### src/hdl/assert_macros.svh
// Assertion helpers. Both expect clk and rst_n in the enclosing module.
`ifndef ASSERT_MACROS_SVH
`define ASSERT_MACROS_SVH

`ifndef NO_ASSERTIONS

// ante |-> cons, checked at every rising edge out of reset
`define ASSERT_IMPLY(lbl, ante, cons) \
    lbl: assert property (@(posedge clk) disable iff (!rst_n) (ante) |-> (cons)) \
        else $error("assertion failed");

// ante |=> cons, cons checked in the cycle after ante
`define ASSERT_NEXT(lbl, ante, cons) \
    lbl: assert property (@(posedge clk) disable iff (!rst_n) (ante) |=> (cons)) \
        else $error("assertion failed");

`else

`define ASSERT_IMPLY(lbl, ante, cons)
`define ASSERT_NEXT(lbl, ante, cons)

`endif

`endif

### src/hdl/lsps_pkg.sv
package lsps_pkg;

    localparam int SAMPLE_BITS_DEF = 10;
    localparam int N_SENS          = 8;
    localparam int MODE_W          = 3;
    localparam int ERR_W           = 14;
    localparam int GAIN_W          = 10;
    localparam int SPEED_W         = 8;
    localparam int DUTY_W          = 8;
    localparam int CFG_IDX_W       = 8;
    localparam int CFG_DATA_W      = GAIN_W;
    localparam int CNT_W           = $clog2(N_SENS + 1);
    localparam int DIVIDEND_W      = ERR_W;
    localparam int WSUM_W          = ERR_W + 1;

    // mode codes
    localparam logic [MODE_W-1:0] MODE_IDLE   = 3'd0;
    localparam logic [MODE_W-1:0] MODE_CLEAR  = 3'd1;
    localparam logic [MODE_W-1:0] MODE_SAMPLE = 3'd2;
    localparam logic [MODE_W-1:0] MODE_FINISH = 3'd3;
    localparam logic [MODE_W-1:0] MODE_FOLLOW = 3'd4;

    // configuration register indexes
    localparam logic [CFG_IDX_W-1:0] REG_PROP_GAIN      = 8'd0;
    localparam logic [CFG_IDX_W-1:0] REG_DERIV_GAIN     = 8'd1;
    localparam logic [CFG_IDX_W-1:0] REG_STRAIGHT_SPEED = 8'd2;
    localparam logic [CFG_IDX_W-1:0] REG_CURVE_SPEED    = 8'd3;

    localparam logic [GAIN_W-1:0]  PROP_GAIN_RST      = 10'd50;
    localparam logic [GAIN_W-1:0]  DERIV_GAIN_RST     = 10'd300;
    localparam logic [SPEED_W-1:0] STRAIGHT_SPEED_RST = 8'd200;
    localparam logic [SPEED_W-1:0] CURVE_SPEED_RST    = 8'd130;

    localparam logic signed [ERR_W-1:0] LOST_POS = 14'sd4500;
    localparam logic signed [ERR_W-1:0] LOST_NEG = -14'sd4500;

    localparam logic signed [WSUM_W-1:0] SENS_WEIGHT [N_SENS] = '{
        -15'sd4000, -15'sd3000, -15'sd2000, -15'sd1000,
        15'sd1000, 15'sd2000, 15'sd3000, 15'sd4000
    };

    localparam int  GAIN_SCALE   = 1000;
    localparam int  EFFORT_CAP   = 100;
    localparam int  DUTY_MAX     = 255;
    localparam int  RECIP_G_SH   = 34;
    localparam int  RECIP_E_SH   = 22;
    localparam longint RECIP_GAIN   = (64'sd1 <<< RECIP_G_SH) / GAIN_SCALE;
    localparam longint RECIP_EFFORT = (64'sd1 <<< RECIP_E_SH) / EFFORT_CAP;

    typedef struct packed {
        logic clear;
        logic track;
        logic finish;
    } lane_op_t;

    typedef struct packed {
        logic                  valid;
        logic                  lost;
        logic                  neg;
        logic [DIVIDEND_W-1:0] dividend;
        logic [CNT_W-1:0]      count;
    } merge_t;

    typedef struct packed {
        logic              right_reverse;
        logic [DUTY_W-1:0] right_duty;
        logic              left_reverse;
        logic [DUTY_W-1:0] left_duty;
    } pd_result_t;

    // first field in the high bits
    typedef struct packed {
        logic                    line_lost;
        logic signed [ERR_W-1:0] line_error;
        logic                    right_reverse;
        logic [DUTY_W-1:0]       right_duty;
        logic                    left_reverse;
        logic [DUTY_W-1:0]       left_duty;
    } out_item_t;

    localparam int OUT_W    = $bits(out_item_t);
    localparam int M_DATA_W = ((OUT_W + 7) / 8) * 8;

endpackage

### src/hdl/lsps_merge.sv
module lsps_merge (
    input  logic                          clk,
    input  logic                          rst_n,
    input  logic                          start,
    input  logic [lsps_pkg::N_SENS-1:0]   hits,
    output lsps_pkg::merge_t              res
);
    import lsps_pkg::*;

    logic signed [WSUM_W-1:0] wsum;
    logic signed [WSUM_W-1:0] wabs;
    logic [CNT_W-1:0]         cnt;
    merge_t                   res_reg, res_next;

    // weights are spaced so that the sum stays within +/-10000
    always_comb
    begin
        wsum = '0;
        for (int i = 0; i < N_SENS; i++)
        begin
            if (hits[i])
            begin
                wsum = wsum + SENS_WEIGHT[i];
            end
        end
        cnt  = CNT_W'($countones(hits));
        wabs = wsum[WSUM_W-1] ? -wsum : wsum;
    end

    always_comb
    begin
        res_next       = res_reg;
        res_next.valid = start;
        if (start)
        begin
            res_next.lost     = (cnt == '0);
            res_next.neg      = wsum[WSUM_W-1];
            res_next.dividend = wabs[DIVIDEND_W-1:0];
            res_next.count    = cnt;
        end
    end

    always_ff @(posedge clk or negedge rst_n)
    begin
        if (!rst_n)
        begin
            res_reg <= '0;
        end
        else
        begin
            res_reg <= res_next;
        end
    end

    assign res = res_reg;

endmodule

### config.mk
export PLATFORM = sky130hd
export DESIGN_NAME = lsps_merge
export DESIGN_NICKNAME = d
export VERILOG_FILES = /design/src/hdl/assert_macros.svh /design/src/hdl/lsps_pkg.sv /design/src/hdl/lsps_merge.sv
export SDC_FILE = /design/constraint.sdc
export NUM_CORES = 1
export LEC_CHECK = 0
export BUFFER_PORTS_ARGS = -buffer_cell sky130_fd_sc_hd__buf_2
export CAP_MARGIN = 5
export CORE_AREA = 2 2 96 135
export CTS_BUF_LIST = sky130_fd_sc_hd__clkbuf_16
export DETAILED_ROUTE_END_ITERATION = 10
export DIE_AREA = 0 0 98 137
export SETUP_SLACK_MARGIN = 0.4
export SYNTH_ARGS = -nofsm -noshare
export SYNTH_HDL_FRONTEND = slang
export SYNTH_SLANG_ARGS = --single-unit
### constraint.sdc
create_clock -name clk -period 1.05 [get_ports clk]
set_input_delay 0.1575 -clock clk [delete_from_list [all_inputs] [get_ports clk]]
set_output_delay 0.1575 -clock clk [all_outputs]
set_load 0.03 [all_outputs]
==> flow_summary.toml <==
[status]
outcome = "finished with violations"
failed_checks = "negative hold slack, negative setup slack"

[worst_setup_path]
critPathBufInv = 5
crit_chain = "buf_8, inv_8, ha_4, and2_4, nor2_4, ha_4, nor2b_2, xnor3_2, ha_4, nor2_4, xnor2_2, buf_4, xnor2_4, buf_4, nor3_1, nor4_1, o31ai_4, nand3_2, nor3_2, o32ai_2, xor2_1, buf_4, or3_1, a31o_1"
cp-end-kind = "register"
crit_arrival_ps = 4180
reg2reg_slack_ps = 150
cp.depth = 24
critical_path.top_delay_family = "simple AND/OR/NAND/NOR gates"
crit_required_ps = 1190
worstReg2RegEnd = "res[2]"
cp-start-kind = "primary input"
cp_slowest_cell = "nor4_1"
crit_type = "in2reg"
worstPathMaxFanout = 8
slowest_delay_ps = 460
reg2regPathDepth = 2
timing.rr.start = "res[2]"

[layout]
final_common_cell = "buf_4"
area_delta_synth_final_pct = 67.25
largest_reg_flops = 18
nNetsFinal = 545
mostFrequentLayoutCells = "129 x buf_4, 27 x buf_6, 21 x nand2_1"
diodes = 0
drive_above_1_share = 0.5362
fillers = 1174
final_cells = 661

[power]
irDropWorstVdd_uv = 1014
power_density_nw_per_um2 = 1927
power.leakage_nw = 2.237

[clock_network]
cts_max_level = 1
cts.clk_slew.worst_paths_ps = 50
cts_tree = "done"
clockBufferDepth = 2
clockRootBuffer = "clkbuf_16"
cts_made_buffers = 3
worstSkewPairLatency_ps = 250
clock-sinks = 18

[detailed_routing]
final_antenna_net_count = 0
num_vias = 3184
drt_wl_total_um = 8688
drc = 0
wl_per_cell_um = 13.14
drtIter0Drc = 61
avgViaCountPerCell = 4.817
dr.pass1.iters = 6

[die]
die-area_um2 = 13430
initial_core_util = 0.2448
fp.dieW_um = 98
std_cell_rows = 48
io_pins = 32
core_um2 = 12190
die_y_um = 137

[run]
max_cap_violations = 0

[logic_synthesis]
synth_edf_count = 0
netlist_instances = 352
yosysUniqueCellTypes = 82
synth_area_leaders = "dfrtp_1 15%, xnor2_1 7.6%, ha_1 7.1%, fa_1 3.4%, inv_1 3.3%"
yosysTopAreaCell = "dfrtp_1"
syn_area_per_cell_um2 = 8.478
ys_ff_latch = 18
synth.top_cell.area_share = 0.1509
yosysWarnings = 0
synth_flop_cell = "dfrtp_1"
synthArstFlopShare = 1.000
netlist_area_um2 = 2984
ys_seq_area_frac = 0.1509

[sta]
rsz0062_at_grt = "yes"
slew_headroom = 0.5072
hold_viol = 18
tns_ps = -42220
fmax_mhz = 247.2
hold_ws_ps = -172.1
timing.final.ws_setup_ps = -2996
max_slew.worst_pin.slew_ps = 739.3
fin_crit_sh = 3.853
finalSetupViolations = 17
period_minus_slack_ps = 4046
final.setup_skew_ps = 0
report.final.slew_viol_count = 0

[global_route]
grt_max_degree = 24
grt_overflow_total = 0
grt_pass1_vias = 3146
grt_pass1_wl_um = 13730
grtUsageTotal = 0.1207
antenna_found_initial = 0

[placement]
globalplace.congestion = 0.8799
hpwlAfterDp_um = 6776
dp_slack_ps = -3394
dp.cells = 627
io_buffers = 28

[worst_hold_path]
worstHoldPathType = "in2async"
## worst max-delay path by stage
stage	startpoint	end	slack, ps
after detailed placement	hits[2]	res[17]	-3390
after global routing	hits[2]	res[17]	-3200
after CTS	hits[2]	res[16]	-2930
after floorplan	hits[2]	res[16]	-3200
after global placement	hits[2]	res[17]	-3280
final	hits[2]	res[17]	-3000
## cells by family (layout without fill, tap and decap cells)
family | Yosys count | after routing | share of synthesized area
xor gates and xnor gates | 42 | 42 | 0.1379
AOI/OAI and AO/OA | 95 | 95 | 0.2725
adders and majority gates | 22 | 22 | 0.1048
other | 1 | 3 | 0.001257
buffers and inverters | 44 | 201 | 0.07253
DFF | 18 | 18 | 0.1509
and+or+nand+nor | 117 | 117 | 0.2138
muxes | 13 | 13 | 0.04612
## metrics by stage
step	power [mW]	instance area (µm²)	utilization
after detailed placement	7.168	4185	0.3433
after global placement	7.066	4185	0.3433
after global routing	10.26	4991	0.4094
final	9.620	4991	0.4094
after floorplan	5.024	3138	-
after CTS	8.926	4743	0.3891
## power by group
group	internal [mW]	total [mW]	switching (mW)	leakage (nW)
Sequential	0.998	1.20	0.201	0.216
Combinational	4.11	7.67	3.56	1.98
Clock	0.506	0.755	0.250	0.0385
## synthesized netlist by cell type, types with 7 or more instances
cell type and n:
xnor2_1 26, mux2i_1 7, a21oi_1 12, nand2b_1 9, inv_1 26, xor2_1 11, nor2b_1 10, o21ai_0 11
nor2_1 20, and3_1 8, nand2_1 24, dfrtp_1 18, ha_1 17, nand3_1 8, a31o_1 7, nor3_1 8
## area by class of cell
class	instances	area [µm²]	area share
clock inverter	1	3.754	0.0007521
sequential	18	450.4	0.09025
inverter	27	111.4	0.02231
multi-input combinational	292	2735	0.5480
clock buffer	3	75.07	0.01504
tap	150	187.7	0.03760
timing repair buffer	170	1428	0.2860
## repair_timing
item	4_1_cts	5_1_grt
pin swaps	22	28
cloned	0	1
endpoints found under the setup margin	35	35
endpoints found under the hold margin	18	18
gates resized for setup	77	37
buffers inserted	20	9
## per-layer routing
metal  global-route usage  vias up  wire length [µm]  part of all wire
met1               0.1209     1517              3321              0.38
li1                     -     1589                 -                 -
met3             0.007150       20               164             0.019
met2               0.2527       58              4962              0.57
met4              0.04861        0               240             0.028
met5                    0        -                 0                 0
(Power assumes the default switching activity.)
