--- config.mk ---
export PLATFORM = sky130hd
export DESIGN_NAME = lsps_lane
export DESIGN_NICKNAME = d
export VERILOG_FILES = /design/src/hdl/lsps_pkg.sv /design/src/hdl/lsps_lane.sv
export VERILOG_INCLUDE_DIRS = /design/src /design/src/hdl
export SDC_FILE = /design/constraint.sdc
export NUM_CORES = 1
export LEC_CHECK = 0
export BUFFER_PORTS_ARGS = -buffer_cell sky130_fd_sc_hd__buf_2
export CORE_MARGIN = 5
export CORE_UTILIZATION = 55
export DETAILED_ROUTE_END_ITERATION = 12
export HOLD_SLACK_MARGIN = 0.15
export PLACE_DENSITY = 0.81
export REMOVE_ABC_BUFFERS = 1
export SETUP_SLACK_MARGIN = 0.3
export SLEW_MARGIN = 20
export SYNTH_ARGS = -nofsm -noshare
export SYNTH_HDL_FRONTEND = slang
export SYNTH_SLANG_ARGS = --single-unit
--- constraint.sdc ---
create_clock -name clk -period 2.6 [get_ports clk]
set_input_delay 0.52 -clock clk [delete_from_list [all_inputs] [get_ports clk]]
set_output_delay 0.52 -clock clk [all_outputs]
set_load 0.1 [all_outputs]
--- src/hdl/assert_macros.svh ---
// Assertion helpers. Both expect clk and rst_n in the enclosing module.
`ifndef ASSERT_MACROS_SVH
`define ASSERT_MACROS_SVH

`ifndef NO_ASSERTIONS

// ante |-> cons, checked at every rising edge out of reset
`define ASSERT_IMPLY(lbl, ante, cons) \
    lbl: assert property (@(posedge clk) disable iff (!rst_n) (ante) |-> (cons)) \
        else $error("assertion failed");

// ante |=> cons, cons checked in the cycle after ante
`define ASSERT_NEXT(lbl, ante, cons) \
    lbl: assert property (@(posedge clk) disable iff (!rst_n) (ante) |=> (cons)) \
        else $error("assertion failed");

`else

`define ASSERT_IMPLY(lbl, ante, cons)
`define ASSERT_NEXT(lbl, ante, cons)

`endif

`endif

--- src/hdl/lsps_pkg.sv ---
package lsps_pkg;

    localparam int SAMPLE_BITS_DEF = 10;
    localparam int N_SENS          = 8;
    localparam int MODE_W          = 3;
    localparam int ERR_W           = 14;
    localparam int GAIN_W          = 10;
    localparam int SPEED_W         = 8;
    localparam int DUTY_W          = 8;
    localparam int CFG_IDX_W       = 8;
    localparam int CFG_DATA_W      = GAIN_W;
    localparam int CNT_W           = $clog2(N_SENS + 1);
    localparam int DIVIDEND_W      = ERR_W;
    localparam int WSUM_W          = ERR_W + 1;

    // mode codes
    localparam logic [MODE_W-1:0] MODE_IDLE   = 3'd0;
    localparam logic [MODE_W-1:0] MODE_CLEAR  = 3'd1;
    localparam logic [MODE_W-1:0] MODE_SAMPLE = 3'd2;
    localparam logic [MODE_W-1:0] MODE_FINISH = 3'd3;
    localparam logic [MODE_W-1:0] MODE_FOLLOW = 3'd4;

    // configuration register indexes
    localparam logic [CFG_IDX_W-1:0] REG_PROP_GAIN      = 8'd0;
    localparam logic [CFG_IDX_W-1:0] REG_DERIV_GAIN     = 8'd1;
    localparam logic [CFG_IDX_W-1:0] REG_STRAIGHT_SPEED = 8'd2;
    localparam logic [CFG_IDX_W-1:0] REG_CURVE_SPEED    = 8'd3;

    localparam logic [GAIN_W-1:0]  PROP_GAIN_RST      = 10'd50;
    localparam logic [GAIN_W-1:0]  DERIV_GAIN_RST     = 10'd300;
    localparam logic [SPEED_W-1:0] STRAIGHT_SPEED_RST = 8'd200;
    localparam logic [SPEED_W-1:0] CURVE_SPEED_RST    = 8'd130;

    localparam logic signed [ERR_W-1:0] LOST_POS = 14'sd4500;
    localparam logic signed [ERR_W-1:0] LOST_NEG = -14'sd4500;

    localparam logic signed [WSUM_W-1:0] SENS_WEIGHT [N_SENS] = '{
        -15'sd4000, -15'sd3000, -15'sd2000, -15'sd1000,
        15'sd1000, 15'sd2000, 15'sd3000, 15'sd4000
    };

    localparam int  GAIN_SCALE   = 1000;
    localparam int  EFFORT_CAP   = 100;
    localparam int  DUTY_MAX     = 255;
    localparam int  RECIP_G_SH   = 34;
    localparam int  RECIP_E_SH   = 22;
    localparam longint RECIP_GAIN   = (64'sd1 <<< RECIP_G_SH) / GAIN_SCALE;
    localparam longint RECIP_EFFORT = (64'sd1 <<< RECIP_E_SH) / EFFORT_CAP;

    typedef struct packed {
        logic clear;
        logic track;
        logic finish;
    } lane_op_t;

    typedef struct packed {
        logic                  valid;
        logic                  lost;
        logic                  neg;
        logic [DIVIDEND_W-1:0] dividend;
        logic [CNT_W-1:0]      count;
    } merge_t;

    typedef struct packed {
        logic              right_reverse;
        logic [DUTY_W-1:0] right_duty;
        logic              left_reverse;
        logic [DUTY_W-1:0] left_duty;
    } pd_result_t;

    // first field in the high bits
    typedef struct packed {
        logic                    line_lost;
        logic signed [ERR_W-1:0] line_error;
        logic                    right_reverse;
        logic [DUTY_W-1:0]       right_duty;
        logic                    left_reverse;
        logic [DUTY_W-1:0]       left_duty;
    } out_item_t;

    localparam int OUT_W    = $bits(out_item_t);
    localparam int M_DATA_W = ((OUT_W + 7) / 8) * 8;

endpackage

--- src/hdl/lsps_lane.sv ---
`include "assert_macros.svh"

module lsps_lane #(
    parameter int SAMPLE_BITS = lsps_pkg::SAMPLE_BITS_DEF
) (
    input  logic                   clk,
    input  logic                   rst_n,
    input  lsps_pkg::lane_op_t     op,
    input  logic [SAMPLE_BITS-1:0] sample,
    output logic                   hit
);
    import lsps_pkg::*;

    localparam logic [SAMPLE_BITS-1:0] FULL = '1;
    localparam logic [SAMPLE_BITS-1:0] HALF = FULL >> 1;

    logic [SAMPLE_BITS-1:0] min_reg, min_next;
    logic [SAMPLE_BITS-1:0] max_reg, max_next;
    logic [SAMPLE_BITS-1:0] thr_reg, thr_next;
    logic [SAMPLE_BITS:0]   mid_sum;

    assign mid_sum = {1'b0, min_reg} + {1'b0, max_reg};

    always_comb
    begin
        min_next = min_reg;
        max_next = max_reg;
        thr_next = thr_reg;
        if (op.clear)
        begin
            min_next = FULL;
            max_next = '0;
        end
        if (op.track)
        begin
            if (sample < min_reg)
            begin
                min_next = sample;
            end
            if (sample > max_reg)
            begin
                max_next = sample;
            end
        end
        if (op.finish)
        begin
            thr_next = mid_sum[SAMPLE_BITS:1];
        end
    end

    always_ff @(posedge clk or negedge rst_n)
    begin
        if (!rst_n)
        begin
            min_reg <= FULL;
            max_reg <= '0;
            thr_reg <= HALF;
        end
        else
        begin
            min_reg <= min_next;
            max_reg <= max_next;
            thr_reg <= thr_next;
        end
    end

    assign hit = sample > thr_reg;

endmodule

==> summary.md <==
| Metric | Value |
|---|---|
| CP startpoint kind | `flip-flop` |
| Post-DRT Antenna Nets | `0` |
| Port Buf Inserts | `15` |
| Tcrit/Tclk final | `104.6%` |
| 1st-pass router iterations | `6` |
| M1 WL | `2.569 mm` |
| Setup_tns | `-0.1185 ns` |
| Layout cells sized above 1 | `32.03%` |
| Failing checks | `negative setup slack` |
| Max Cap Viol | `0` |
| Status | `finished, violations left` |
| Critical path's largest stage delay | `0.52 ns` |
| Post-Synth Adder-Cell Area | `21.27%` |
| Total CTS buffers | `5` |
| EDFF count, synth | `0` |
| Largest net degree at the start of global routing | `31` |
| CP Class | `reg2out` |
| Synth Area in Simple Gates | `14.29%` |
| Synth async-reset ratio | `100.0%` |
| Crit path time final | `2.718 ns` |
| Mux share of post-synthesis cell area | `2.202%` |
| Clock transition at the registers of the reported paths | `0.06 ns` |
| DIE AREA | `5638 um2` |
| Setup ws final | `-0.1185 ns` |
| Dpl hpwl | `4.175 mm` |
| Worst min-delay path class | `in2async` |
| RePlAce Congestion | `0.9135` |
| Max Clock Freq | `0.3679 GHz` |
| Die width | `75.09 um` |
| Slew HR | `54.86%` |
| Multi-input gate area | `1579 um2` |
| Met2 wire len | `3.021 mm` |
| Syn. warnings | `0` |
| Reg area | `774.5 um2` |
| Root Buffer Master | `clkbuf_8` |
| DRT iter0 DRCs | `178` |
| First-pass GRT wire length | `9.784 mm` |
| # hold bufs at CTS | `0` |
| Final Hold Fails | `0` |
| Synth area leader | `dfstp_2` |
| Crit path max fanout | `3` |
| Final-report max-slew violation count | `0` |
| Req. time, crit path | `2.08 ns` |
| Crit-path cells | `inv_2 -> ha_4 -> nand4_1 -> nor3_2 -> a2111oi_4 -> buf_4 -> a31oi_4 -> buf_12` |
| Core area | `4058 um2` |
| Most common cell in the synthesized netlist | `ha_1` |
| Final Util | `71.45%` |
| Critical path endpoint category | `output pin` |
| FF-to-FF setup slack | `0.29 ns` |
| Via count | `2064` |
| Final cell count without fillers | `331` |
| RSZ-0062 raised after global routing | `yes` |
| Leakage power total | `1.342 nW` |
| Synth-to-Final Area Change | `24.44%` |
| Residual DRC | `0` |
| CTS tree | `built` |
| Max VDD drop | `0.0008138 V` |
| Area contributors post-synth | `dfstp_2 (21%), ha_1 (20%), dfrtp_1 (12%)` |
| Routed len/inst | `18.49 um` |
| Post-Synth XOR/XNOR Area | `1.128%` |
| Initial Util | `57.42%` |
| Wire length on met3 | `311 um` |
| Clock skew | `0.003601 ns` |
| Die height | `75.09 um` |
| Final setup vio count | `1` |
| Seq/Total Area, Yosys | `33.24%` |
| Syn avg cell area | `9.587 um2` |
| Total inserted antenna cells | `0` |
| Total congestion overflow | `0` |
| Layout net count | `334` |
| DR vias/cell | `6.236` |
| Critical path arrival | `2.20 ns` |
| DP Cell Count | `318` |
| Compound-gate portion of the synthesized area | `21.37%` |
| Row cnt | `23` |
| Top FF cell, synth | `dfstp_2` |
| Vias in the first global route | `2126` |
| Initial antenna violation count | `0` |
| Filler cells | `290` |
| Worst hold margin | `0.2602 ns` |
| Pwr dens | `804.4 nW/um2` |
| Yosys reg bits | `30` |
| Netlist cell types | `48` |
| Highest routed metal layer | `met4` |
| Gr usage total | `23.45%` |
| Synth top cells by count | `ha_1 (38), inv_1 (32), dfstp_2 (19), a21oi_1 (14), nor2_1 (13)` |
| Least-Margin Pin Slew | `0.6771 ns` |
| CTS sink count | `30` |
| Largest family of logic cells by synthesized area | `compound AO/OA/AOI/OAI gates` |
| Clk Latency, worst-skew pair | `0.29 ns` |
| Overall routed net length | `6.119 mm` |
| Synthesized cell area | `2330 um2` |
| Synth Instances | `243` |
| Yosys top cell area share | `21.43%` |
| I/O Pins | `16` |
| CTS H-Tree Depth | `2` |
| CTS Buffer Depth | `2` |
| Worst path slowest cell | `dfstp_2` |
metal layers:
metal	global-route usage [%]	vias up
li1	-	987
met1	27.92	992
met2	39.17	64
met3	5.607	21
met4	12.06	0
met5	0	-
layout by cell type, fill, tap and decap left out, types with 6 or more instances in the layout:
cell	instances
o21ai_0	8
clkbuf_8	8
buf_4	19
a21oi_1	11
buf_2	14
inv_1	27
dfstp_2	19
dfrtp_1	11
a211oi_1	6
nand2_1	8
a22o_1	10
or3_1	8
nand4_1	9
ha_4	8
o31a_1	9
nor2_1	13
ha_1	30
logic make-up (layout without fill, tap and decap cells):
kind of cell	Yosys count	in the layout
AOI/OAI and AO/OA	69	69
xor gates and xnor gates	3	3
adders and majority gates	39	39
buffers and inverters	38	75
DFF	30	30
muxes	5	5
and+or+nand+nor	59	60
final cells by class:
cell class                      count  area share, %
Timing Repair Buffer               35          8.718
Clock buffer                        8          3.798
Sequential cell                    30          26.72
Tap cell                           50          2.158
Multi-Input combinational cell    176          54.47
Inverter                           32          4.143
per-stage QoR:
step	area, um2	setup WS [ns]	power, mW
2_1_floorplan	2298	-0.6562	1.342
6_report	2899	-0.1185	2.332
3_3_place_gp	2556	-0.1059	1.578
5_1_grt	2899	-0.1892	2.495
4_1_cts	2825	-0.08990	2.240
3_5_place_dp	2556	-0.1452	1.609
final timing paths:
| check | from | to | cells past startpoint |
|---|---|---|---|
| worst max-delay path | thr_reg[8] | hit | 8 |
| worst min-delay path | rst_n | max_reg[7] | 1 |
| worst max register to register | min_reg[8] | min_reg[1] | 7 |
| worst min register to register | thr_reg[1] | thr_reg[1] | 2 |
| max in group asynchronous | rst_n | max_reg[0] | 1 |
| min in group clk | thr_reg[1] | thr_reg[1] | 2 |
critical path, delay by kind of cell, from the launching register on:
kind                     cells  cell delay [ns]
AO/OA/AOI/OAI                2             0.22
adder cells (fa/ha/maj)      1             0.26
buffers and inverters        3             0.40
flip-flops                   1             0.52
AND/OR/NAND/NOR              2             0.50
power by group:
group	leakage [nW]	internal (mW)	switching, mW
logic	0.941	0.534	0.628
registers	0.343	0.639	0.0802
clock network	0.0575	0.267	0.184
what timing repair did:
item                       4_1_cts  5_1_grt
gates resized for setup         20       11
buffers inserted                 3        1
pin swaps                        9        6
gates cloned                     0        1
setup endpoints to repair        2       21
Note: power is estimated with default switching activity, not from simulation.
