$ cat src/hdl/assert_macros.svh
// Assertion helpers. Both expect clk and rst_n in the enclosing module.
`ifndef ASSERT_MACROS_SVH
`define ASSERT_MACROS_SVH

`ifndef NO_ASSERTIONS

// ante |-> cons, checked at every rising edge out of reset
`define ASSERT_IMPLY(lbl, ante, cons) \
    lbl: assert property (@(posedge clk) disable iff (!rst_n) (ante) |-> (cons)) \
        else $error("assertion failed");

// ante |=> cons, cons checked in the cycle after ante
`define ASSERT_NEXT(lbl, ante, cons) \
    lbl: assert property (@(posedge clk) disable iff (!rst_n) (ante) |=> (cons)) \
        else $error("assertion failed");

`else

`define ASSERT_IMPLY(lbl, ante, cons)
`define ASSERT_NEXT(lbl, ante, cons)

`endif

`endif

$ cat src/hdl/lsps_pkg.sv
package lsps_pkg;

    localparam int SAMPLE_BITS_DEF = 10;
    localparam int N_SENS          = 8;
    localparam int MODE_W          = 3;
    localparam int ERR_W           = 14;
    localparam int GAIN_W          = 10;
    localparam int SPEED_W         = 8;
    localparam int DUTY_W          = 8;
    localparam int CFG_IDX_W       = 8;
    localparam int CFG_DATA_W      = GAIN_W;
    localparam int CNT_W           = $clog2(N_SENS + 1);
    localparam int DIVIDEND_W      = ERR_W;
    localparam int WSUM_W          = ERR_W + 1;

    // mode codes
    localparam logic [MODE_W-1:0] MODE_IDLE   = 3'd0;
    localparam logic [MODE_W-1:0] MODE_CLEAR  = 3'd1;
    localparam logic [MODE_W-1:0] MODE_SAMPLE = 3'd2;
    localparam logic [MODE_W-1:0] MODE_FINISH = 3'd3;
    localparam logic [MODE_W-1:0] MODE_FOLLOW = 3'd4;

    // configuration register indexes
    localparam logic [CFG_IDX_W-1:0] REG_PROP_GAIN      = 8'd0;
    localparam logic [CFG_IDX_W-1:0] REG_DERIV_GAIN     = 8'd1;
    localparam logic [CFG_IDX_W-1:0] REG_STRAIGHT_SPEED = 8'd2;
    localparam logic [CFG_IDX_W-1:0] REG_CURVE_SPEED    = 8'd3;

    localparam logic [GAIN_W-1:0]  PROP_GAIN_RST      = 10'd50;
    localparam logic [GAIN_W-1:0]  DERIV_GAIN_RST     = 10'd300;
    localparam logic [SPEED_W-1:0] STRAIGHT_SPEED_RST = 8'd200;
    localparam logic [SPEED_W-1:0] CURVE_SPEED_RST    = 8'd130;

    localparam logic signed [ERR_W-1:0] LOST_POS = 14'sd4500;
    localparam logic signed [ERR_W-1:0] LOST_NEG = -14'sd4500;

    localparam logic signed [WSUM_W-1:0] SENS_WEIGHT [N_SENS] = '{
        -15'sd4000, -15'sd3000, -15'sd2000, -15'sd1000,
        15'sd1000, 15'sd2000, 15'sd3000, 15'sd4000
    };

    localparam int  GAIN_SCALE   = 1000;
    localparam int  EFFORT_CAP   = 100;
    localparam int  DUTY_MAX     = 255;
    localparam int  RECIP_G_SH   = 34;
    localparam int  RECIP_E_SH   = 22;
    localparam longint RECIP_GAIN   = (64'sd1 <<< RECIP_G_SH) / GAIN_SCALE;
    localparam longint RECIP_EFFORT = (64'sd1 <<< RECIP_E_SH) / EFFORT_CAP;

    typedef struct packed {
        logic clear;
        logic track;
        logic finish;
    } lane_op_t;

    typedef struct packed {
        logic                  valid;
        logic                  lost;
        logic                  neg;
        logic [DIVIDEND_W-1:0] dividend;
        logic [CNT_W-1:0]      count;
    } merge_t;

    typedef struct packed {
        logic              right_reverse;
        logic [DUTY_W-1:0] right_duty;
        logic              left_reverse;
        logic [DUTY_W-1:0] left_duty;
    } pd_result_t;

    // first field in the high bits
    typedef struct packed {
        logic                    line_lost;
        logic signed [ERR_W-1:0] line_error;
        logic                    right_reverse;
        logic [DUTY_W-1:0]       right_duty;
        logic                    left_reverse;
        logic [DUTY_W-1:0]       left_duty;
    } out_item_t;

    localparam int OUT_W    = $bits(out_item_t);
    localparam int M_DATA_W = ((OUT_W + 7) / 8) * 8;

endpackage

$ cat src/hdl/lsps_pd.sv
module lsps_pd (
    input  logic                                clk,
    input  logic                                rst_n,
    input  logic                                start,
    input  logic signed [lsps_pkg::ERR_W-1:0]   error,
    input  logic signed [lsps_pkg::ERR_W-1:0]   prev_error,
    input  logic [lsps_pkg::GAIN_W-1:0]         prop_gain,
    input  logic [lsps_pkg::GAIN_W-1:0]         deriv_gain,
    input  logic [lsps_pkg::SPEED_W-1:0]        straight_speed,
    input  logic [lsps_pkg::SPEED_W-1:0]        curve_speed,
    output logic                                done,
    output lsps_pkg::pd_result_t                res
);
    import lsps_pkg::*;

    localparam int NSTG   = 8;
    localparam int NUM_W  = 26;
    localparam int MAG_W  = 24;
    localparam int RG_W   = 25;
    localparam int Q_W    = 14;
    localparam int U_W    = Q_W + 1;
    localparam int A_W    = 7;
    localparam int P_W    = 17;
    localparam int PM_W   = 15;
    localparam int RE_W   = 16;
    localparam int B_W    = 10;
    localparam int D_W    = 16;

    localparam logic [RG_W-1:0]  RG_K    = RG_W'(RECIP_GAIN);
    localparam logic [RE_W-1:0]  RE_K    = RE_W'(RECIP_EFFORT);
    localparam logic [MAG_W-1:0] SCALE_K = MAG_W'(GAIN_SCALE);
    localparam logic [PM_W-1:0]  CAP_K   = PM_W'(EFFORT_CAP);
    localparam logic [A_W-1:0]   CAP_A   = A_W'(EFFORT_CAP);

    logic [NSTG-1:0] vld_reg;

    logic signed [NUM_W-1:0]   pp_reg, dd_reg;
    logic                      neg_reg;
    logic [MAG_W-1:0]          mag_reg;
    logic [Q_W-1:0]            q0_reg;
    logic signed [U_W-1:0]     u_reg;
    logic                      pneg_reg;
    logic [PM_W-1:0]           pmag_reg;
    logic [DUTY_W-1:0]         qb0_reg;
    logic signed [B_W-1:0]     base_reg;
    pd_result_t                res_reg;

    // stage 1: gains times error and error change
    logic signed [U_W-1:0]   e_ext, de;
    logic signed [NUM_W-1:0] kp_x, kd_x, e_x, de_x;
    assign e_ext = {error[ERR_W-1], error};
    assign de    = e_ext - {prev_error[ERR_W-1], prev_error};
    assign kp_x  = {{(NUM_W-GAIN_W){1'b0}}, prop_gain};
    assign kd_x  = {{(NUM_W-GAIN_W){1'b0}}, deriv_gain};
    assign e_x   = {{(NUM_W-U_W){e_ext[U_W-1]}}, e_ext};
    assign de_x  = {{(NUM_W-U_W){de[U_W-1]}}, de};

    // stage 2: sum, sign and magnitude
    logic signed [NUM_W-1:0] num, num_abs;
    assign num     = pp_reg + dd_reg;
    assign num_abs = num[NUM_W-1] ? -num : num;

    // stage 3: /1000 by reciprocal, may come out one low
    logic [MAG_W+RG_W-1:0] mq;
    assign mq = {{RG_W{1'b0}}, mag_reg} * {{MAG_W{1'b0}}, RG_K};

    // stage 4: correction and sign
    logic [MAG_W-1:0] chk, rem;
    logic [Q_W-1:0]   q;
    logic [U_W-1:0]   q_ext;
    assign chk   = {{(MAG_W-Q_W){1'b0}}, q0_reg} * SCALE_K;
    assign rem   = mag_reg - chk;
    assign q     = (rem >= SCALE_K) ? q0_reg + 1'b1 : q0_reg;
    assign q_ext = {1'b0, q};

    // stage 5: effort times speed span
    logic [U_W-1:0]        u_abs;
    logic [A_W-1:0]        effort;
    logic signed [SPEED_W:0] span;
    logic signed [P_W-1:0] p, p_abs;
    assign u_abs  = u_reg[U_W-1] ? -u_reg : u_reg;
    assign effort = (u_abs > U_W'(EFFORT_CAP)) ? CAP_A : u_abs[A_W-1:0];
    assign span   = {1'b0, curve_speed} - {1'b0, straight_speed};
    assign p      = {{(P_W-A_W){1'b0}}, effort} * {{(P_W-SPEED_W-1){span[SPEED_W]}}, span};
    assign p_abs  = p[P_W-1] ? -p : p;

    // stage 6: /100 by reciprocal
    logic [PM_W+RE_W-1:0] mb;
    assign mb = {{RE_W{1'b0}}, pmag_reg} * {{PM_W{1'b0}}, RE_K};

    // stage 7: correction, base duty
    logic [PM_W-1:0]   chk2, rem2;
    logic [DUTY_W-1:0] qb;
    logic signed [B_W-1:0] qb_s;
    assign chk2 = {{(PM_W-DUTY_W){1'b0}}, qb0_reg} * CAP_K;
    assign rem2 = pmag_reg - chk2;
    assign qb   = (rem2 >= CAP_K) ? qb0_reg + 1'b1 : qb0_reg;
    assign qb_s = pneg_reg ? -{2'b00, qb} : {2'b00, qb};

    // stage 8: wheel drive
    logic signed [D_W-1:0] left_v, right_v;
    assign left_v  = {{(D_W-B_W){base_reg[B_W-1]}}, base_reg} - {u_reg[U_W-1], u_reg};
    assign right_v = {{(D_W-B_W){base_reg[B_W-1]}}, base_reg} + {u_reg[U_W-1], u_reg};

    function automatic logic [DUTY_W-1:0] sat_duty(input logic signed [D_W-1:0] v);
        logic [D_W-1:0] mag;
        mag = v[D_W-1] ? -v : v;
        return (mag > D_W'(DUTY_MAX)) ? DUTY_W'(DUTY_MAX) : mag[DUTY_W-1:0];
    endfunction

    always_ff @(posedge clk or negedge rst_n)
    begin
        if (!rst_n)
        begin
            vld_reg <= '0;
        end
        else
        begin
            vld_reg <= {vld_reg[NSTG-2:0], start};
        end
    end

    always_ff @(posedge clk)
    begin
        if (start)
        begin
            pp_reg <= kp_x * e_x;
            dd_reg <= kd_x * de_x;
        end
        if (vld_reg[0])
        begin
            neg_reg <= num[NUM_W-1];
            mag_reg <= num_abs[MAG_W-1:0];
        end
        if (vld_reg[1])
        begin
            q0_reg <= mq[RECIP_G_SH +: Q_W];
        end
        if (vld_reg[2])
        begin
            u_reg <= neg_reg ? -q_ext : q_ext;
        end
        if (vld_reg[3])
        begin
            pneg_reg <= p[P_W-1];
            pmag_reg <= p_abs[PM_W-1:0];
        end
        if (vld_reg[4])
        begin
            qb0_reg <= mb[RECIP_E_SH +: DUTY_W];
        end
        if (vld_reg[5])
        begin
            base_reg <= {2'b00, straight_speed} + qb_s;
        end
        if (vld_reg[6])
        begin
            res_reg.left_duty     <= sat_duty(left_v);
            res_reg.left_reverse  <= left_v[D_W-1];
            res_reg.right_duty    <= sat_duty(right_v);
            res_reg.right_reverse <= right_v[D_W-1];
        end
    end

    assign done = vld_reg[NSTG-1];
    assign res  = res_reg;

endmodule

$ cat config.mk
export PLATFORM = sky130hd
export DESIGN_NAME = lsps_pd
export DESIGN_NICKNAME = d
export VERILOG_FILES = /design/src/hdl/assert_macros.svh /design/src/hdl/lsps_pkg.sv /design/src/hdl/lsps_pd.sv
export SDC_FILE = /design/constraint.sdc
export NUM_CORES = 2
export LEC_CHECK = 0
export ABC_AREA = 1
export ABC_CLOCK_PERIOD_IN_PS = 13400
export BUFFER_PORTS_ARGS = -buffer_cell sky130_fd_sc_hd__buf_2
export CAP_MARGIN = 40
export CORE_ASPECT_RATIO = 0.75
export CORE_UTILIZATION = 37
export DETAILED_ROUTE_END_ITERATION = 7
export GPL_TIMING_DRIVEN = 0
export PLACE_DENSITY = 0.59
export REMOVE_ABC_BUFFERS = 1
export SYNTH_ARGS = -nofsm -noshare
export SYNTH_HDL_FRONTEND = slang
export SYNTH_SLANG_ARGS = --single-unit
export TNS_END_PERCENT = 20
$ cat constraint.sdc
create_clock -name clk -period 13.4 [get_ports clk]
set_clock_uncertainty 0.2 [all_clocks]
set_input_delay 2.01 -clock clk [delete_from_list [all_inputs] [get_ports clk]]
set_output_delay 2.01 -clock clk [all_outputs]
set_load 0.1 [all_outputs]
==> results.cfg <==
[synthesis]
synthDistinctLibCells = 58
ys_warn_count = 0
synth_edf_count = 157
synthMostInstantiatedCell = inv_1
syn_area_per_cell_um2 = 8.34
syn-instance-count = 5212
ys_top_cells_by_count = inv_1, nand2_1, ha_1
synth_area_um2 = 43500
synthArstFlopShare = 0.0485
synth_area_leaders = fa_1, ha_1, inv_1
synth_top_area_frac = 0.289
ys_seq_area_frac = 0.113
synth_seq_cells = 165
synth-main-ff-cell = edfxtp_1
synth.largest_area_cell = fa_1

[grt]
track_usage = 0.180
grt_max_degree = 38
grt-ovfl-total = 0
antenna_found_initial = 2
grt_pass1_vias = 32900
grt_pass1_wl_um = 172000

[die]
row_count = 108
die_area_um2 = 119000
dieWidth_um = 398
start_util = 0.375
die_h_um = 299
io_pins = 86
coreArea_um2 = 116000

[clock_network]
cts_made_buffers = 17
clkSinkCount = 165
cts_root_buf = clkbuf_16
h-tree-depth = 4
max-clock-path-buffers = 2
holdBufCountCts = 0
cts_resized = 0
clk_latency_ns = 0.48
clk_pin_slew_ns = 0.07
cts_tree = built
postCtsSetupBuffers = 0

[sta]
tightest_slew_ns = 0.888
slew-limit-headroom = 0.408
setup_viol = 0
period_needed_ns = 9.46
rsz0062_at_grt = false
slew_violations = 0
fin_tns_setup_ns = 0
finalHoldViolCount = 0
fmax_mhz = 106
period_share = 0.706

[final_layout]
diodes = 0
drive_gt1_frac = 0.0390
final_nets = 6678
nFillCells = 11800
largest_reg_flops = 26
synthToLayoutAreaGrowth_pct = 6.33

[critical_path]
critPathMaxFanout = 11
cp-start-kind = primary input
critPathCaptureType = flip-flop
cp.required_ns = 13.42
arrival_ns = 9.48
cp_slowest_cell = fa_1
critical_path_class = in2reg
cpMostUsedCell = inv_1
max_stage_delay_ns = 0.57

[place]
dp_hpwl_um = 90400
globalplace.congestion = 0.902
port_buffers = 85

[min_path]
min-delay-path-class = reg2reg

[drt]
wire_per_inst_um = 15.2
totalWireLength_um = 103000
drcViolationCount = 0
vias = 32600
drtIter0Drc = 1888
ant_nets = 0
drtPass1Iterations = 5
vias_per_cell = 4.78

[job]
drv_cap = 0

[outcome]
status = complete, no violations
-- path summary, 6_finish.rpt --
| kind | start | cells after the start | slack [ns] | to |
|---|---|---|---|---|
| worst max-delay path | error[0] | 37 | 3.94 | dd_reg[25]$_DFFE_PP_ |
| worst min-delay path | vld_reg[0]$_DFF_PN0_ | 0 | 0.37 | vld_reg[1]$_DFF_PN0_ |
| worst max register to register | q0_reg[0]$_DFFE_PP_ | 37 | 5.02 | u_reg[8]$_DFFE_PP_ |
| worst min register to register | vld_reg[0]$_DFF_PN0_ | 0 | 0.37 | vld_reg[1]$_DFF_PN0_ |
| max in group asynchronous | rst_n | 1 | 11.54 | vld_reg[2]$_DFF_PN0_ |
| min in group asynchronous | rst_n | 1 | 1.21 | vld_reg[7]$_DFF_PN0_ |
-- cells by family (layout without fill, tap and decap cells) --
| family | after synthesis | count (layout) | synth area share |
|---|---|---|---|
| flops | 165 | 165 | 0.113 |
| simple gates | 1521 | 1521 | 0.148 |
| buf+inv | 1394 | 1460 | 0.121 |
| fa+ha+maj | 1346 | 1346 | 0.496 |
| xor+xnor | 274 | 274 | 0.0559 |
| compound gates | 512 | 512 | 0.0663 |
-- critical path, delay by kind of cell --
kind / cells / cell delay, ns
simple gates: 10 / 1.24
xor+xnor: 1 / 0.15
compound gates: 10 / 1.89
buf+inv: 8 / 0.78
fa+ha+maj: 8 / 3.41
-- metrics by stage --
stage | std cells | setup slack, ns | util | area, um^2 | hold slack [ns]
6_report | 6818 | 3.94 | 0.398 | 46200 | 0.371
5_1_grt | 6818 | 3.38 | 0.398 | 46200 | 0.383
4_1_cts | 6818 | 4.01 | 0.398 | 46200 | 0.372
3_5_place_dp | 6786 | 3.48 | 0.393 | 45700 | 0.357
3_3_place_gp | 6783 | 3.50 | 0.393 | 45600 | 0.421
2_1_floorplan | 5158 | 4.57 | - | 43200 | 0.341
-- placed cells by master (no fill, tap or decap), types with 6 or more instances in the layout --
cell type  count
a21boi_0       6
o31ai_1       14
nand2_2       20
or2_2         19
o211ai_1       7
o21ai_1       19
a31oi_1       11
a21o_1        16
nor2_2        12
nor2_1       290
o21a_1         7
edfxtp_1     157
nor4_1        20
nand4_1       38
nand3b_1      13
dfrtp_1        8
a21oi_1      262
fa_1         627
nand3_1      172
inv_2          6
buf_2         85
xor2_1       196
inv_1       1330
inv_8          6
o21ai_0      113
ha_1         719
nor3_1        44
and2_1         6
xnor2_1       74
o21bai_1      21
nand2_1      871
clkbuf_16     17
-- area by class of cell --
class / instances / area, um^2 / share of cell area
timing repair buffer: 88 / 488 / 0.0106
multi-input combinational: 3653 / 33300 / 0.720
sequential: 165 / 4910 / 0.106
clock inverter: 14 / 151 / 0.00327
inverter: 1340 / 5030 / 0.109
tap: 1540 / 1930 / 0.0417
clock buffer: 18 / 429 / 0.00928
-- per-layer routing --
metal  global-route usage  part of all wire  up-vias
li1                     -                 -    16300
met1                0.282              0.53    15500
met2                0.262              0.40      755
met3               0.0230             0.054       73
met4               0.0314             0.013        0
met5                    0                 0        -
Power is left out: the tool's default activity adds up to more than one toggle a clock period on the data nets, which glitch-free logic cannot reach.
