$ cat config.mk
export PLATFORM = sky130hd
export DESIGN_NAME = lsps_div
export DESIGN_NICKNAME = d
export VERILOG_FILES = /design/src/hdl/lsps_pkg.sv /design/src/hdl/lsps_div.sv
export VERILOG_INCLUDE_DIRS = /design/src /design/src/hdl
export SDC_FILE = /design/constraint.sdc
export NUM_CORES = 1
export LEC_CHECK = 0
export ABC_AREA = 1
export BUFFER_PORTS_ARGS = -buffer_cell sky130_fd_sc_hd__buf_2
export CAP_MARGIN = 20
export CORE_MARGIN = 4
export CORE_UTILIZATION = 55
export DETAILED_ROUTE_END_ITERATION = 8
export GPL_TIMING_DRIVEN = 1
export PLACE_DENSITY = 0.91
export SYNTH_ARGS = -nofsm -noshare
export SYNTH_HDL_FRONTEND = slang
export SYNTH_SLANG_ARGS = --single-unit
$ cat constraint.sdc
create_clock -name clk -period 2.4 [get_ports clk]
set_input_delay 0.72 -clock clk [delete_from_list [all_inputs] [get_ports clk]]
set_output_delay 0.72 -clock clk [all_outputs]
set_load 0.05 [all_outputs]
$ cat src/hdl/assert_macros.svh
// Assertion helpers. Both expect clk and rst_n in the enclosing module.
`ifndef ASSERT_MACROS_SVH
`define ASSERT_MACROS_SVH

`ifndef NO_ASSERTIONS

// ante |-> cons, checked at every rising edge out of reset
`define ASSERT_IMPLY(lbl, ante, cons) \
    lbl: assert property (@(posedge clk) disable iff (!rst_n) (ante) |-> (cons)) \
        else $error("assertion failed");

// ante |=> cons, cons checked in the cycle after ante
`define ASSERT_NEXT(lbl, ante, cons) \
    lbl: assert property (@(posedge clk) disable iff (!rst_n) (ante) |=> (cons)) \
        else $error("assertion failed");

`else

`define ASSERT_IMPLY(lbl, ante, cons)
`define ASSERT_NEXT(lbl, ante, cons)

`endif

`endif

$ cat src/hdl/lsps_pkg.sv
package lsps_pkg;

    localparam int SAMPLE_BITS_DEF = 10;
    localparam int N_SENS          = 8;
    localparam int MODE_W          = 3;
    localparam int ERR_W           = 14;
    localparam int GAIN_W          = 10;
    localparam int SPEED_W         = 8;
    localparam int DUTY_W          = 8;
    localparam int CFG_IDX_W       = 8;
    localparam int CFG_DATA_W      = GAIN_W;
    localparam int CNT_W           = $clog2(N_SENS + 1);
    localparam int DIVIDEND_W      = ERR_W;
    localparam int WSUM_W          = ERR_W + 1;

    // mode codes
    localparam logic [MODE_W-1:0] MODE_IDLE   = 3'd0;
    localparam logic [MODE_W-1:0] MODE_CLEAR  = 3'd1;
    localparam logic [MODE_W-1:0] MODE_SAMPLE = 3'd2;
    localparam logic [MODE_W-1:0] MODE_FINISH = 3'd3;
    localparam logic [MODE_W-1:0] MODE_FOLLOW = 3'd4;

    // configuration register indexes
    localparam logic [CFG_IDX_W-1:0] REG_PROP_GAIN      = 8'd0;
    localparam logic [CFG_IDX_W-1:0] REG_DERIV_GAIN     = 8'd1;
    localparam logic [CFG_IDX_W-1:0] REG_STRAIGHT_SPEED = 8'd2;
    localparam logic [CFG_IDX_W-1:0] REG_CURVE_SPEED    = 8'd3;

    localparam logic [GAIN_W-1:0]  PROP_GAIN_RST      = 10'd50;
    localparam logic [GAIN_W-1:0]  DERIV_GAIN_RST     = 10'd300;
    localparam logic [SPEED_W-1:0] STRAIGHT_SPEED_RST = 8'd200;
    localparam logic [SPEED_W-1:0] CURVE_SPEED_RST    = 8'd130;

    localparam logic signed [ERR_W-1:0] LOST_POS = 14'sd4500;
    localparam logic signed [ERR_W-1:0] LOST_NEG = -14'sd4500;

    localparam logic signed [WSUM_W-1:0] SENS_WEIGHT [N_SENS] = '{
        -15'sd4000, -15'sd3000, -15'sd2000, -15'sd1000,
        15'sd1000, 15'sd2000, 15'sd3000, 15'sd4000
    };

    localparam int  GAIN_SCALE   = 1000;
    localparam int  EFFORT_CAP   = 100;
    localparam int  DUTY_MAX     = 255;
    localparam int  RECIP_G_SH   = 34;
    localparam int  RECIP_E_SH   = 22;
    localparam longint RECIP_GAIN   = (64'sd1 <<< RECIP_G_SH) / GAIN_SCALE;
    localparam longint RECIP_EFFORT = (64'sd1 <<< RECIP_E_SH) / EFFORT_CAP;

    typedef struct packed {
        logic clear;
        logic track;
        logic finish;
    } lane_op_t;

    typedef struct packed {
        logic                  valid;
        logic                  lost;
        logic                  neg;
        logic [DIVIDEND_W-1:0] dividend;
        logic [CNT_W-1:0]      count;
    } merge_t;

    typedef struct packed {
        logic              right_reverse;
        logic [DUTY_W-1:0] right_duty;
        logic              left_reverse;
        logic [DUTY_W-1:0] left_duty;
    } pd_result_t;

    // first field in the high bits
    typedef struct packed {
        logic                    line_lost;
        logic signed [ERR_W-1:0] line_error;
        logic                    right_reverse;
        logic [DUTY_W-1:0]       right_duty;
        logic                    left_reverse;
        logic [DUTY_W-1:0]       left_duty;
    } out_item_t;

    localparam int OUT_W    = $bits(out_item_t);
    localparam int M_DATA_W = ((OUT_W + 7) / 8) * 8;

endpackage

$ cat src/hdl/lsps_div.sv
`include "assert_macros.svh"

module lsps_div (
    input  logic                            clk,
    input  logic                            rst_n,
    input  logic                            start,
    input  logic [lsps_pkg::DIVIDEND_W-1:0] dividend,
    input  logic [lsps_pkg::CNT_W-1:0]      divisor,
    output logic                            done,
    output logic [lsps_pkg::DIVIDEND_W-1:0] quotient
);
    import lsps_pkg::*;

    localparam int STEP_W = $clog2(DIVIDEND_W);

    logic                  busy_reg, busy_next;
    logic                  done_reg, done_next;
    logic [STEP_W-1:0]     step_reg, step_next;
    logic [DIVIDEND_W-1:0] quo_reg, quo_next;
    logic [CNT_W-1:0]      rem_reg, rem_next;
    logic [CNT_W:0]        trial;
    logic [CNT_W:0]        trial_sub;
    logic                  fits;

    // restoring division, one quotient bit per cycle, MSB first
    assign trial     = {rem_reg, quo_reg[DIVIDEND_W-1]};
    assign fits      = trial >= {1'b0, divisor};
    assign trial_sub = trial - {1'b0, divisor};

    always_comb
    begin
        busy_next = busy_reg;
        done_next = 1'b0;
        step_next = step_reg;
        quo_next  = quo_reg;
        rem_next  = rem_reg;
        if (start)
        begin
            busy_next = 1'b1;
            step_next = STEP_W'(DIVIDEND_W - 1);
            quo_next  = dividend;
            rem_next  = '0;
        end
        else if (busy_reg)
        begin
            quo_next = {quo_reg[DIVIDEND_W-2:0], fits};
            rem_next = fits ? trial_sub[CNT_W-1:0] : trial[CNT_W-1:0];
            if (step_reg == '0)
            begin
                busy_next = 1'b0;
                done_next = 1'b1;
            end
            else
            begin
                step_next = step_reg - 1'b1;
            end
        end
    end

    always_ff @(posedge clk or negedge rst_n)
    begin
        if (!rst_n)
        begin
            busy_reg <= 1'b0;
            done_reg <= 1'b0;
            step_reg <= '0;
            quo_reg  <= '0;
            rem_reg  <= '0;
        end
        else
        begin
            busy_reg <= busy_next;
            done_reg <= done_next;
            step_reg <= step_next;
            quo_reg  <= quo_next;
            rem_reg  <= rem_next;
        end
    end

    assign done     = done_reg;
    assign quotient = quo_reg;

    `ASSERT_IMPLY(a_div_start_idle, start, !busy_reg)
    `ASSERT_IMPLY(a_div_nonzero, start, divisor != '0)

endmodule

==> results.yml, run 1 <==
sta:
  min_period_ns: 1.70
  rsz0062_at_grt: "no"
  hold_violations: 0
  period_share_pct: 71.0
  setup_tns_ns: 0
  clock_skew_ns: 0.00298
  hold_ws_ns: 0.355
  slew_viol_final: 0
  setup_ws_ns: 0.697
  slew_headroom_pct: 65.4
  setup-violations-final: 0
  worstMarginPinSlew_ns: 0.519
  fmax_ghz: 0.587
logic_synthesis:
  synth_top_family_by_area: "simple AND/OR/NAND/NOR gates"
  synth_seq_cells: 24
  ys_warn_count: 0
  netlist_instances: 149
  synth_xor_area_share_pct: 0.646
  ys.flop_type: "dfrtp_1"
  synthMuxAreaShare_pct: 0
  synth_compound_gate_area_share_pct: 15.2
  yosysSeqAreaShare_pct: 44.3
  async_reset_ff_share_pct: 100
  avgSynthCellArea_um2: 9.10
  synthAdderAreaFrac_pct: 6.09
  synth-edff-count: 0
  synth_nets: 176
  syn-cell-area_um2: 1360
  synth_cell_types: 24
  synth-simple-area-share_pct: 22.0
grt:
  grt_pass1_wl_um: 4800
  overflow: 0
  grt_use_total_pct: 18.3
  grt_max_degree: 25
  antenna_found_initial: 0
  first_global_vias: 1178
floorplanning:
  fp-row-count: 17
  start_util_pct: 59.6
  die_w_um: 57.7
  fp.dieH_um: 57.7
  core_area_um2: 2280
  dieArea_um2: 3320
  ios: 36
cts:
  cts_tree: "yes"
  cts_buffers: 3
  hold_buffers: 0
  insertion_delay_ns: 0.31
  cts-resized-gates: 0
  path_clk_slew_ns: 0.13
  post_cts_buffers: 0
  cts.sinks: 24
  htreeDepth: 1
  cts.path.max_buffers: 2
  root_buffer: "clkbuf_4"
worst_setup_path:
  required_ns: 1.68
  slowest_delay_ns: 0.39
  crit_slowest_cell: "dfrtp_1"
  reg2reg_depth: 8
  cp_max_fo: 3
  critPathCapture: "quotient[0]"
  cp_cell_sequence: "buf_2"
  worstSetupPathDepth: 1
  r2r_start: "rem_reg[1]$_DFFE_PN0P_"
  critical_path.top_delay_family: "flip-flops"
  critPathLaunchType: "flop"
  worst-path-buf-inv: 1
  rrSetupSlack_ns: 0.87
  critical_path_class: "flop to output port"
  cp-end-kind: "output port"
  worst_r2r_endpoint: "rem_reg[0]$_DFFE_PN0P_"
  cp-startpoint: "quotient[0]$_DFFE_PN0P_"
  cp_data_arrival_time_ns: 0.98
finish:
  layout-drive-gt1-share_pct: 33.5
  largest_reg_flops: 14
  diodes: 0
  fin_cells: 213
  layout_common_cells: "41 x nand2_1, 35 x buf_2, 26 x inv_1, 24 x dfrtp_1, 15 x nand3_1"
  fillers: 166
  final_nets: 213
  area_delta_synth_final_pct: 16.0
  final_common_cell: "nand2_1"
pwr:
  p_total_w: 0.00136
  ir_drop_uv: 493
  powerDensity_nw_per_um2: 862
  leakage_nw: 0.882
route:
  first_iter_violations: 28
  ant_nets: 0
  routedWlPerCell_um: 12.6
  drt-pass1-iter-count: 4
  drc_errors: 0
  vias: 1123
  totalWireLength_um: 2670
  vias_per_cell: 5.27
hold_path:
  hold_class: "input pin to asynchronous set/reset pin"
place:
  dp_hpwl_um: 2130
  dp_worst_setup_slack_ns: 0.467
  numPortBuffers: 35
  routabilityCongestion: 0.848
  dp_cells: 209
run_status:
  outcome: "completed"
run:
  drv_cap: 0
==> synth_stat cells (2+ instances only) <==
master,number,area (um^2)
nand2_1,41,154
inv_1,26,97.6
dfrtp_1,24,601
nand3_1,15,75.1
o221ai_2,9,135
ha_1,5,62.6
nand2_2,4,25.0
buf_6,3,33.8
nor2_1,3,11.3
o21ai_1,3,15.0
inv_4,2,12.5
o211ai_2,2,25.0
==> kinds of logic after synthesis <==
family / after synthesis
buf+inv: 35
xor+xnor: 1
simple gates: 65
flops: 24
fa+ha+maj: 6
compound gates: 18
==> how the worst min path moves through the flow <==
stage	slack, ns	cells past startpoint	end
finish	0.36	1	step_reg[1]$_DFFE_PN0P_
detailed placement	0.47	2	rem_reg[3]$_DFFE_PN0P_
global route	0.40	1	rem_reg[1]$_DFFE_PN0P_
global placement	0.46	2	rem_reg[3]$_DFFE_PN0P_
CTS	0.37	1	rem_reg[1]$_DFFE_PN0P_
floorplan	0.42	0	busy_reg$_DFF_PN0_
==> layer usage <==
layer	vias up	wire, um	track usage [%]
met5	-	0	0
met2	47	1320	31.8
met4	0	28	5.96
met3	4	268	4.45
li1	556	-	-
met1	516	1060	22.1
==> where the power goes <==
group          total (W)  switching (W)  internal, W
Sequential      0.000543      0.0000537     0.000489
Clock           0.000216       0.000123    0.0000927
Combinational   0.000598       0.000400     0.000198
Total            0.00136       0.000576     0.000780
==> metrics by stage <==
stage	util, %	instance area [um^2]
finish	69.1	1570
detailed placement	67.5	1540
CTS	69.1	1570
global route	69.1	1570
floorplan	-	1360
global placement	67.5	1540
==> cell type report <==
type	count	area, um^2	share of cell area [%]
Clock buffer	4	36.3	2.31
Inverter	31	123	7.80
Timing Repair Buffer	36	183	11.6
Sequential cell	24	601	38.2
Multi-Input combinational cell	90	596	37.9
Tap cell	28	35.0	2.23
Note: power is estimated with default switching activity, not from simulation.
==> inputs of run 2 (changes only) <==
--- a/config.mk
+++ b/config.mk
@@ -9,11 +9,12 @@
 export ABC_AREA = 1
 export BUFFER_PORTS_ARGS = -buffer_cell sky130_fd_sc_hd__buf_2
 export CAP_MARGIN = 20
+export CORE_ASPECT_RATIO = 0.5
 export CORE_MARGIN = 4
-export CORE_UTILIZATION = 55
+export CORE_UTILIZATION = 51
 export DETAILED_ROUTE_END_ITERATION = 8
 export GPL_TIMING_DRIVEN = 1
-export PLACE_DENSITY = 0.91
+export PLACE_DENSITY = 0.86
 export SYNTH_ARGS = -nofsm -noshare
 export SYNTH_HDL_FRONTEND = slang
 export SYNTH_SLANG_ARGS = --single-unit
==> constraint.sdc (replaced) <==
create_clock -name clk -period 1.75 [get_ports clk]
set_input_delay 0.525 -clock clk [delete_from_list [all_inputs] [get_ports clk]]
set_output_delay 0.525 -clock clk [all_outputs]
set_load 0.05 [all_outputs]
==> run 2 against run 1 <==
Net effect:
- critical path depth grew 6
- first-iteration DRC count grew 86%
- final area grew 3.1%
- combinational power grew 38%
- critical path type is now flop to flop
- largest cell class unchanged
- highest routed layer unchanged
==> results.yml, run 2 (synthesis gave the netlist of run 1 again) <==
finish:
  area_delta_synth_final_pct: 19.6
  largest_reg_flops: 14
  diodes: 0
  postLayoutCoreUtil_pct: 68.4
  final_common_cell: "nand2_1"
  fillers: 204
  final_area_um2: 1620
  layout-drive-gt1-share_pct: 34.4
  final_nets: 214
  layout_common_cells: "41 x nand2_1, 35 x buf_2, 26 x inv_1, 23 x dfrtp_1, 15 x nand3_1"
sta:
  setup-violations-final: 0
  slew_headroom_pct: 64.3
  clock_skew_ns: 0.00540
  hold_violations: 0
  worstMarginPinSlew_ns: 0.536
  slew_viol_final: 0
  fmax_ghz: 0.660
  min_period_ns: 1.51
  rsz0062_at_grt: "no"
  period_share_pct: 86.5
cts:
  htreeDepth: 1
  cts_buffers: 3
  cts_tree: "yes"
  cts-resized-gates: 0
  insertion_delay_ns: 0.27
  path_clk_slew_ns: 0.08
  cts.sinks: 24
  cts.path.max_buffers: 2
  post_cts_buffers: 0
  root_buffer: "clkbuf_8"
  hold_buffers: 0
worst_setup_path:
  cp_cell_sequence: "ha_1 -> a21oi_2 -> nand2_1 -> nand2_2 -> nand2_2 -> nand2_1 -> nand3_1"
  worst-path-buf-inv: 0
  required_ns: 1.89
  critical_path.top_delay_family: "simple AND/OR/NAND/NOR gates"
  critPathLaunchType: "flop"
  cp_data_arrival_time_ns: 1.66
  cp_max_fo: 5
  slowest_delay_ns: 0.41
  cp-end-kind: "flop"
  crit_slowest_cell: "dfrtp_1"
  critical_path_class: "flop to flop"
place:
  numPortBuffers: 35
  routabilityCongestion: 0.826
  dp_hpwl_um: 2090
  placed_area_um2: 1570
pwr:
  ir_drop_uv: 620
  powerDensity_nw_per_um2: 1200
  leakage_nw: 0.900
floorplanning:
  fp.dieH_um: 44.5
  die_w_um: 80.9
  fp-row-count: 12
  core_area_um2: 2370
  dieArea_um2: 3600
  start_util_pct: 57.2
  ios: 36
grt:
  antenna_found_initial: 0
  grt_pass1_wl_um: 4820
  first_global_vias: 1124
  overflow: 0
  grt_max_degree: 25
  grt_use_total_pct: 17.7
route:
  drt-pass1-iter-count: 4
  totalWireLength_um: 2750
  drc_errors: 0
  first_iter_violations: 52
  routedWlPerCell_um: 12.5
  vias_per_cell: 4.94
  ant_nets: 0
  vias: 1092
run_status:
  outcome: "completed"
run:
  drv_cap: 0
hold_path:
  hold_class: "input pin to asynchronous set/reset pin"
run 2: per-stage QoR:
step                      setup TNS (ns)  instances  hold slack (ns)  power, W  worst slack, ns
final                                  0        221            0.226   0.00195            0.236
after global routing                   0        221            0.272   0.00211            0.115
after CTS                              0        221            0.242   0.00197            0.224
after detailed placement         -0.0253        217            0.472   0.00158          -0.0253
after global placement                 0        217            0.465   0.00155           0.0536
after floorplan                        0        149            0.229   0.00139            0.131
run 2: final cells by class:
class                   count  area, um^2  share of cell area, %
multi-input cells          90         596                   36.7
clock buffers               4        55.1                   3.40
repair buffers             37         203                   12.5
inverters                  31         123                   7.56
well taps                  35        43.8                   2.70
flip-flops and latches     24         602                   37.1
run 2: power by group:
group          switching [W]  leakage [nW]  internal (W)
combinational       0.000550         0.584      0.000274
clock               0.000171        0.0288      0.000201
sequential         0.0000840         0.287      0.000672
run 2: worst paths after layout:
path	start	end	slack (ns)	cells past startpoint
max	rem_reg[1]$_DFFE_PN0P_	quotient[0]$_DFFE_PN0P_	0.24	7
min	rst_n	quotient[9]$_DFFE_PN0P_	0.23	1
max reg2reg	rem_reg[1]$_DFFE_PN0P_	quotient[0]$_DFFE_PN0P_	0.24	7
min reg2reg	step_reg[2]$_DFFE_PN0P_	step_reg[2]$_DFFE_PN0P_	0.49	2
max in group asynchronous	rst_n	quotient[13]$_DFFE_PN0P_	1.13	1
min in group clk	dividend[9]	quotient[9]$_DFFE_PN0P_	0.46	3
run 2: per-layer routing:
metal	GRT usage, %	wire, um	up-vias
met1	21.3	1270	503
li1	-	-	559
met4	6.40	24	0
met3	4.47	128	2
met5	0	0	-
met2	31.3	1330	28
==> inputs of run 3 (changes only) <==
--- a/config.mk
+++ b/config.mk
@@ -7,7 +7,7 @@
 export NUM_CORES = 1
 export LEC_CHECK = 0
 export ABC_AREA = 1
-export BUFFER_PORTS_ARGS = -buffer_cell sky130_fd_sc_hd__buf_2
+export BUFFER_PORTS_ARGS = -buffer_cell sky130_fd_sc_hd__clkbuf_2
 export CAP_MARGIN = 20
 export CORE_ASPECT_RATIO = 0.5
 export CORE_MARGIN = 4
==> run 3 against run 2 <==
Net effect:
- sequential share of layout area rose by 0.29 points
- via count rose by 0.64%
- clock skew down 0.00075 ns
- non-clock buffer count is the same
- sequential cell count stayed put
- core utilization down 0.53 points
- first-iteration DRC count down 9.6%
- die area stayed put
- maximum frequency increased by 0.46%
- critical path depth grew 4
==> results.yml, run 3 (synthesis gave the netlist of run 1 again) <==
place:
  placed_area_um2: 1550
  dp_hpwl_um: 2100
  numPortBuffers: 35
  dp_cells: 217
  routabilityCongestion: 0.852
pwr:
  ir_drop_uv: 511
  clkPwrFrac_pct: 19.2
  powerDensity_nw_per_um2: 1210
  p_int_w: 0.00115
  p_sw_share_pct: 41.3
  leakage_nw: 0.897
  p_switching_w: 0.000808
  p_seq_share_pct: 38.5
  p_comb_share_pct: 42.3
worst_setup_path:
  critical_path.top_delay_family: "simple AND/OR/NAND/NOR gates"
  rrSetupSlack_ns: 0.24
  critPathLaunchType: "flop"
  slowest_delay_ns: 0.41
  cp_data_arrival_time_ns: 1.71
  critical_path_class: "flop to flop"
  cp_max_fo: 5
  cp-end-kind: "flop"
  path_common_cell: "nand2_1"
  worst-path-buf-inv: 2
  required_ns: 1.95
  cp_cell_sequence: "inv_1 -> ha_1 -> inv_1 -> nand2_1 -> nand2_1 -> nand2_1 -> nand2_2 -> nand2_2 -> nand2_1 -> nand3_1 -> nand2_1"
  crit_slowest_cell: "dfrtp_2"
cts:
  hold_buffers: 0
  path_clk_slew_ns: 0.08
  insertion_delay_ns: 0.27
  root_buffer: "clkbuf_8"
  cts_buffers: 3
  cts_tree: "yes"
  post_cts_buffers: 0
  cts.sinks: 24
  htreeDepth: 1
  cts.path.max_buffers: 2
  cts-resized-gates: 0
sta:
  fmax_ghz: 0.663
  clock_skew_ns: 0.00465
  worstMarginPinSlew_ns: 0.600
  setup-violations-final: 0
  min_period_ns: 1.51
  slew_headroom_pct: 60.0
  rsz0062_at_grt: "no"
  hold_violations: 0
  period_share_pct: 86.1
  slew_viol_final: 0
  setup_tns_ns: 0
run_status:
  outcome: "completed"
grt:
  grt_pass1_wl_um: 4640
  grt_max_degree: 25
  antenna_found_initial: 0
  overflow: 0
  first_global_vias: 1080
  grt_use_total_pct: 17.2
route:
  drt-pass1-iter-count: 4
  first_iter_violations: 47
  totalWireLength_um: 2690
  routedWlPerCell_um: 12.2
  drc_errors: 0
  ant_nets: 0
  vias_per_cell: 4.97
  vias: 1099
finish:
  final_area_um2: 1610
  layout_common_cells: "41 x nand2_1, 35 x clkbuf_2, 26 x inv_1, 23 x dfrtp_1, 15 x nand3_1"
  largest_reg_flops: 14
  final_nets: 214
  diodes: 0
  fillers: 212
  layout-drive-gt1-share_pct: 34.4
  seq_area_um2: 602
  fin_cells: 221
  multiInputGateArea_um2: 596
  final_common_cell: "nand2_1"
  area_delta_synth_final_pct: 18.6
floorplanning:
  fp-row-count: 12
  die_w_um: 80.9
  start_util_pct: 57.2
  ios: 36
  core_area_um2: 2370
  dieArea_um2: 3600
  fp.dieH_um: 44.5
run:
  drv_cap: 0
hold_path:
  hold_class: "input pin to asynchronous set/reset pin"
[run 3: worst paths after layout]
path | from | cells past startpoint | endpoint
setup reg to reg | quotient[13]$_DFFE_PN0P_ | 11 | rem_reg[0]$_DFFE_PN0P_
hold reg to reg | step_reg[0]$_DFFE_PN0P_ | 1 | step_reg[0]$_DFFE_PN0P_
min in group clk | dividend[9] | 3 | quotient[9]$_DFFE_PN0P_
max in group asynchronous | rst_n | 1 | quotient[13]$_DFFE_PN0P_
setup / recovery | quotient[13]$_DFFE_PN0P_ | 11 | rem_reg[0]$_DFFE_PN0P_
hold / removal | rst_n | 1 | quotient[9]$_DFFE_PN0P_
[run 3: per-layer routing]
metal  GRT usage [%]  part of all wire [%]
met1            21.6                    47
met2            29.4                    47
met3            4.67                   5.4
met4            5.05                   1.1
met5               0                     0
[run 3: cell type report]
class	instances	share of cell area, %
flip-flops and latches	24	37.4
multi-input cells	90	37.0
repair buffers	37	11.8
inverters	31	7.62
clock buffers	4	3.42
well taps	35	2.72
[run 3: power groups by stage]
stage / Combinational (W) / Clock (W) / Sequential [W]
after floorplan: 0.000493 / 0 / 0.000898
after global placement: 0.000794 / 0 / 0.000755
after detailed placement: 0.000824 / 0 / 0.000760
after CTS: 0.000829 / 0.000382 / 0.000752
after global routing: 0.000931 / 0.000403 / 0.000766
final: 0.000827 / 0.000376 / 0.000752
[run 3: metrics by stage]
stage                     setup WS, ns  util, %  power [W]  hold slack (ns)
after floorplan                  0.131        -    0.00139            0.229
after global placement          0.0577     65.5    0.00155            0.463
after detailed placement        0.0265     65.5    0.00158            0.477
after CTS                        0.241     67.8    0.00196            0.260
after global routing             0.124     67.8    0.00210            0.293
final                            0.243     67.8    0.00195            0.243
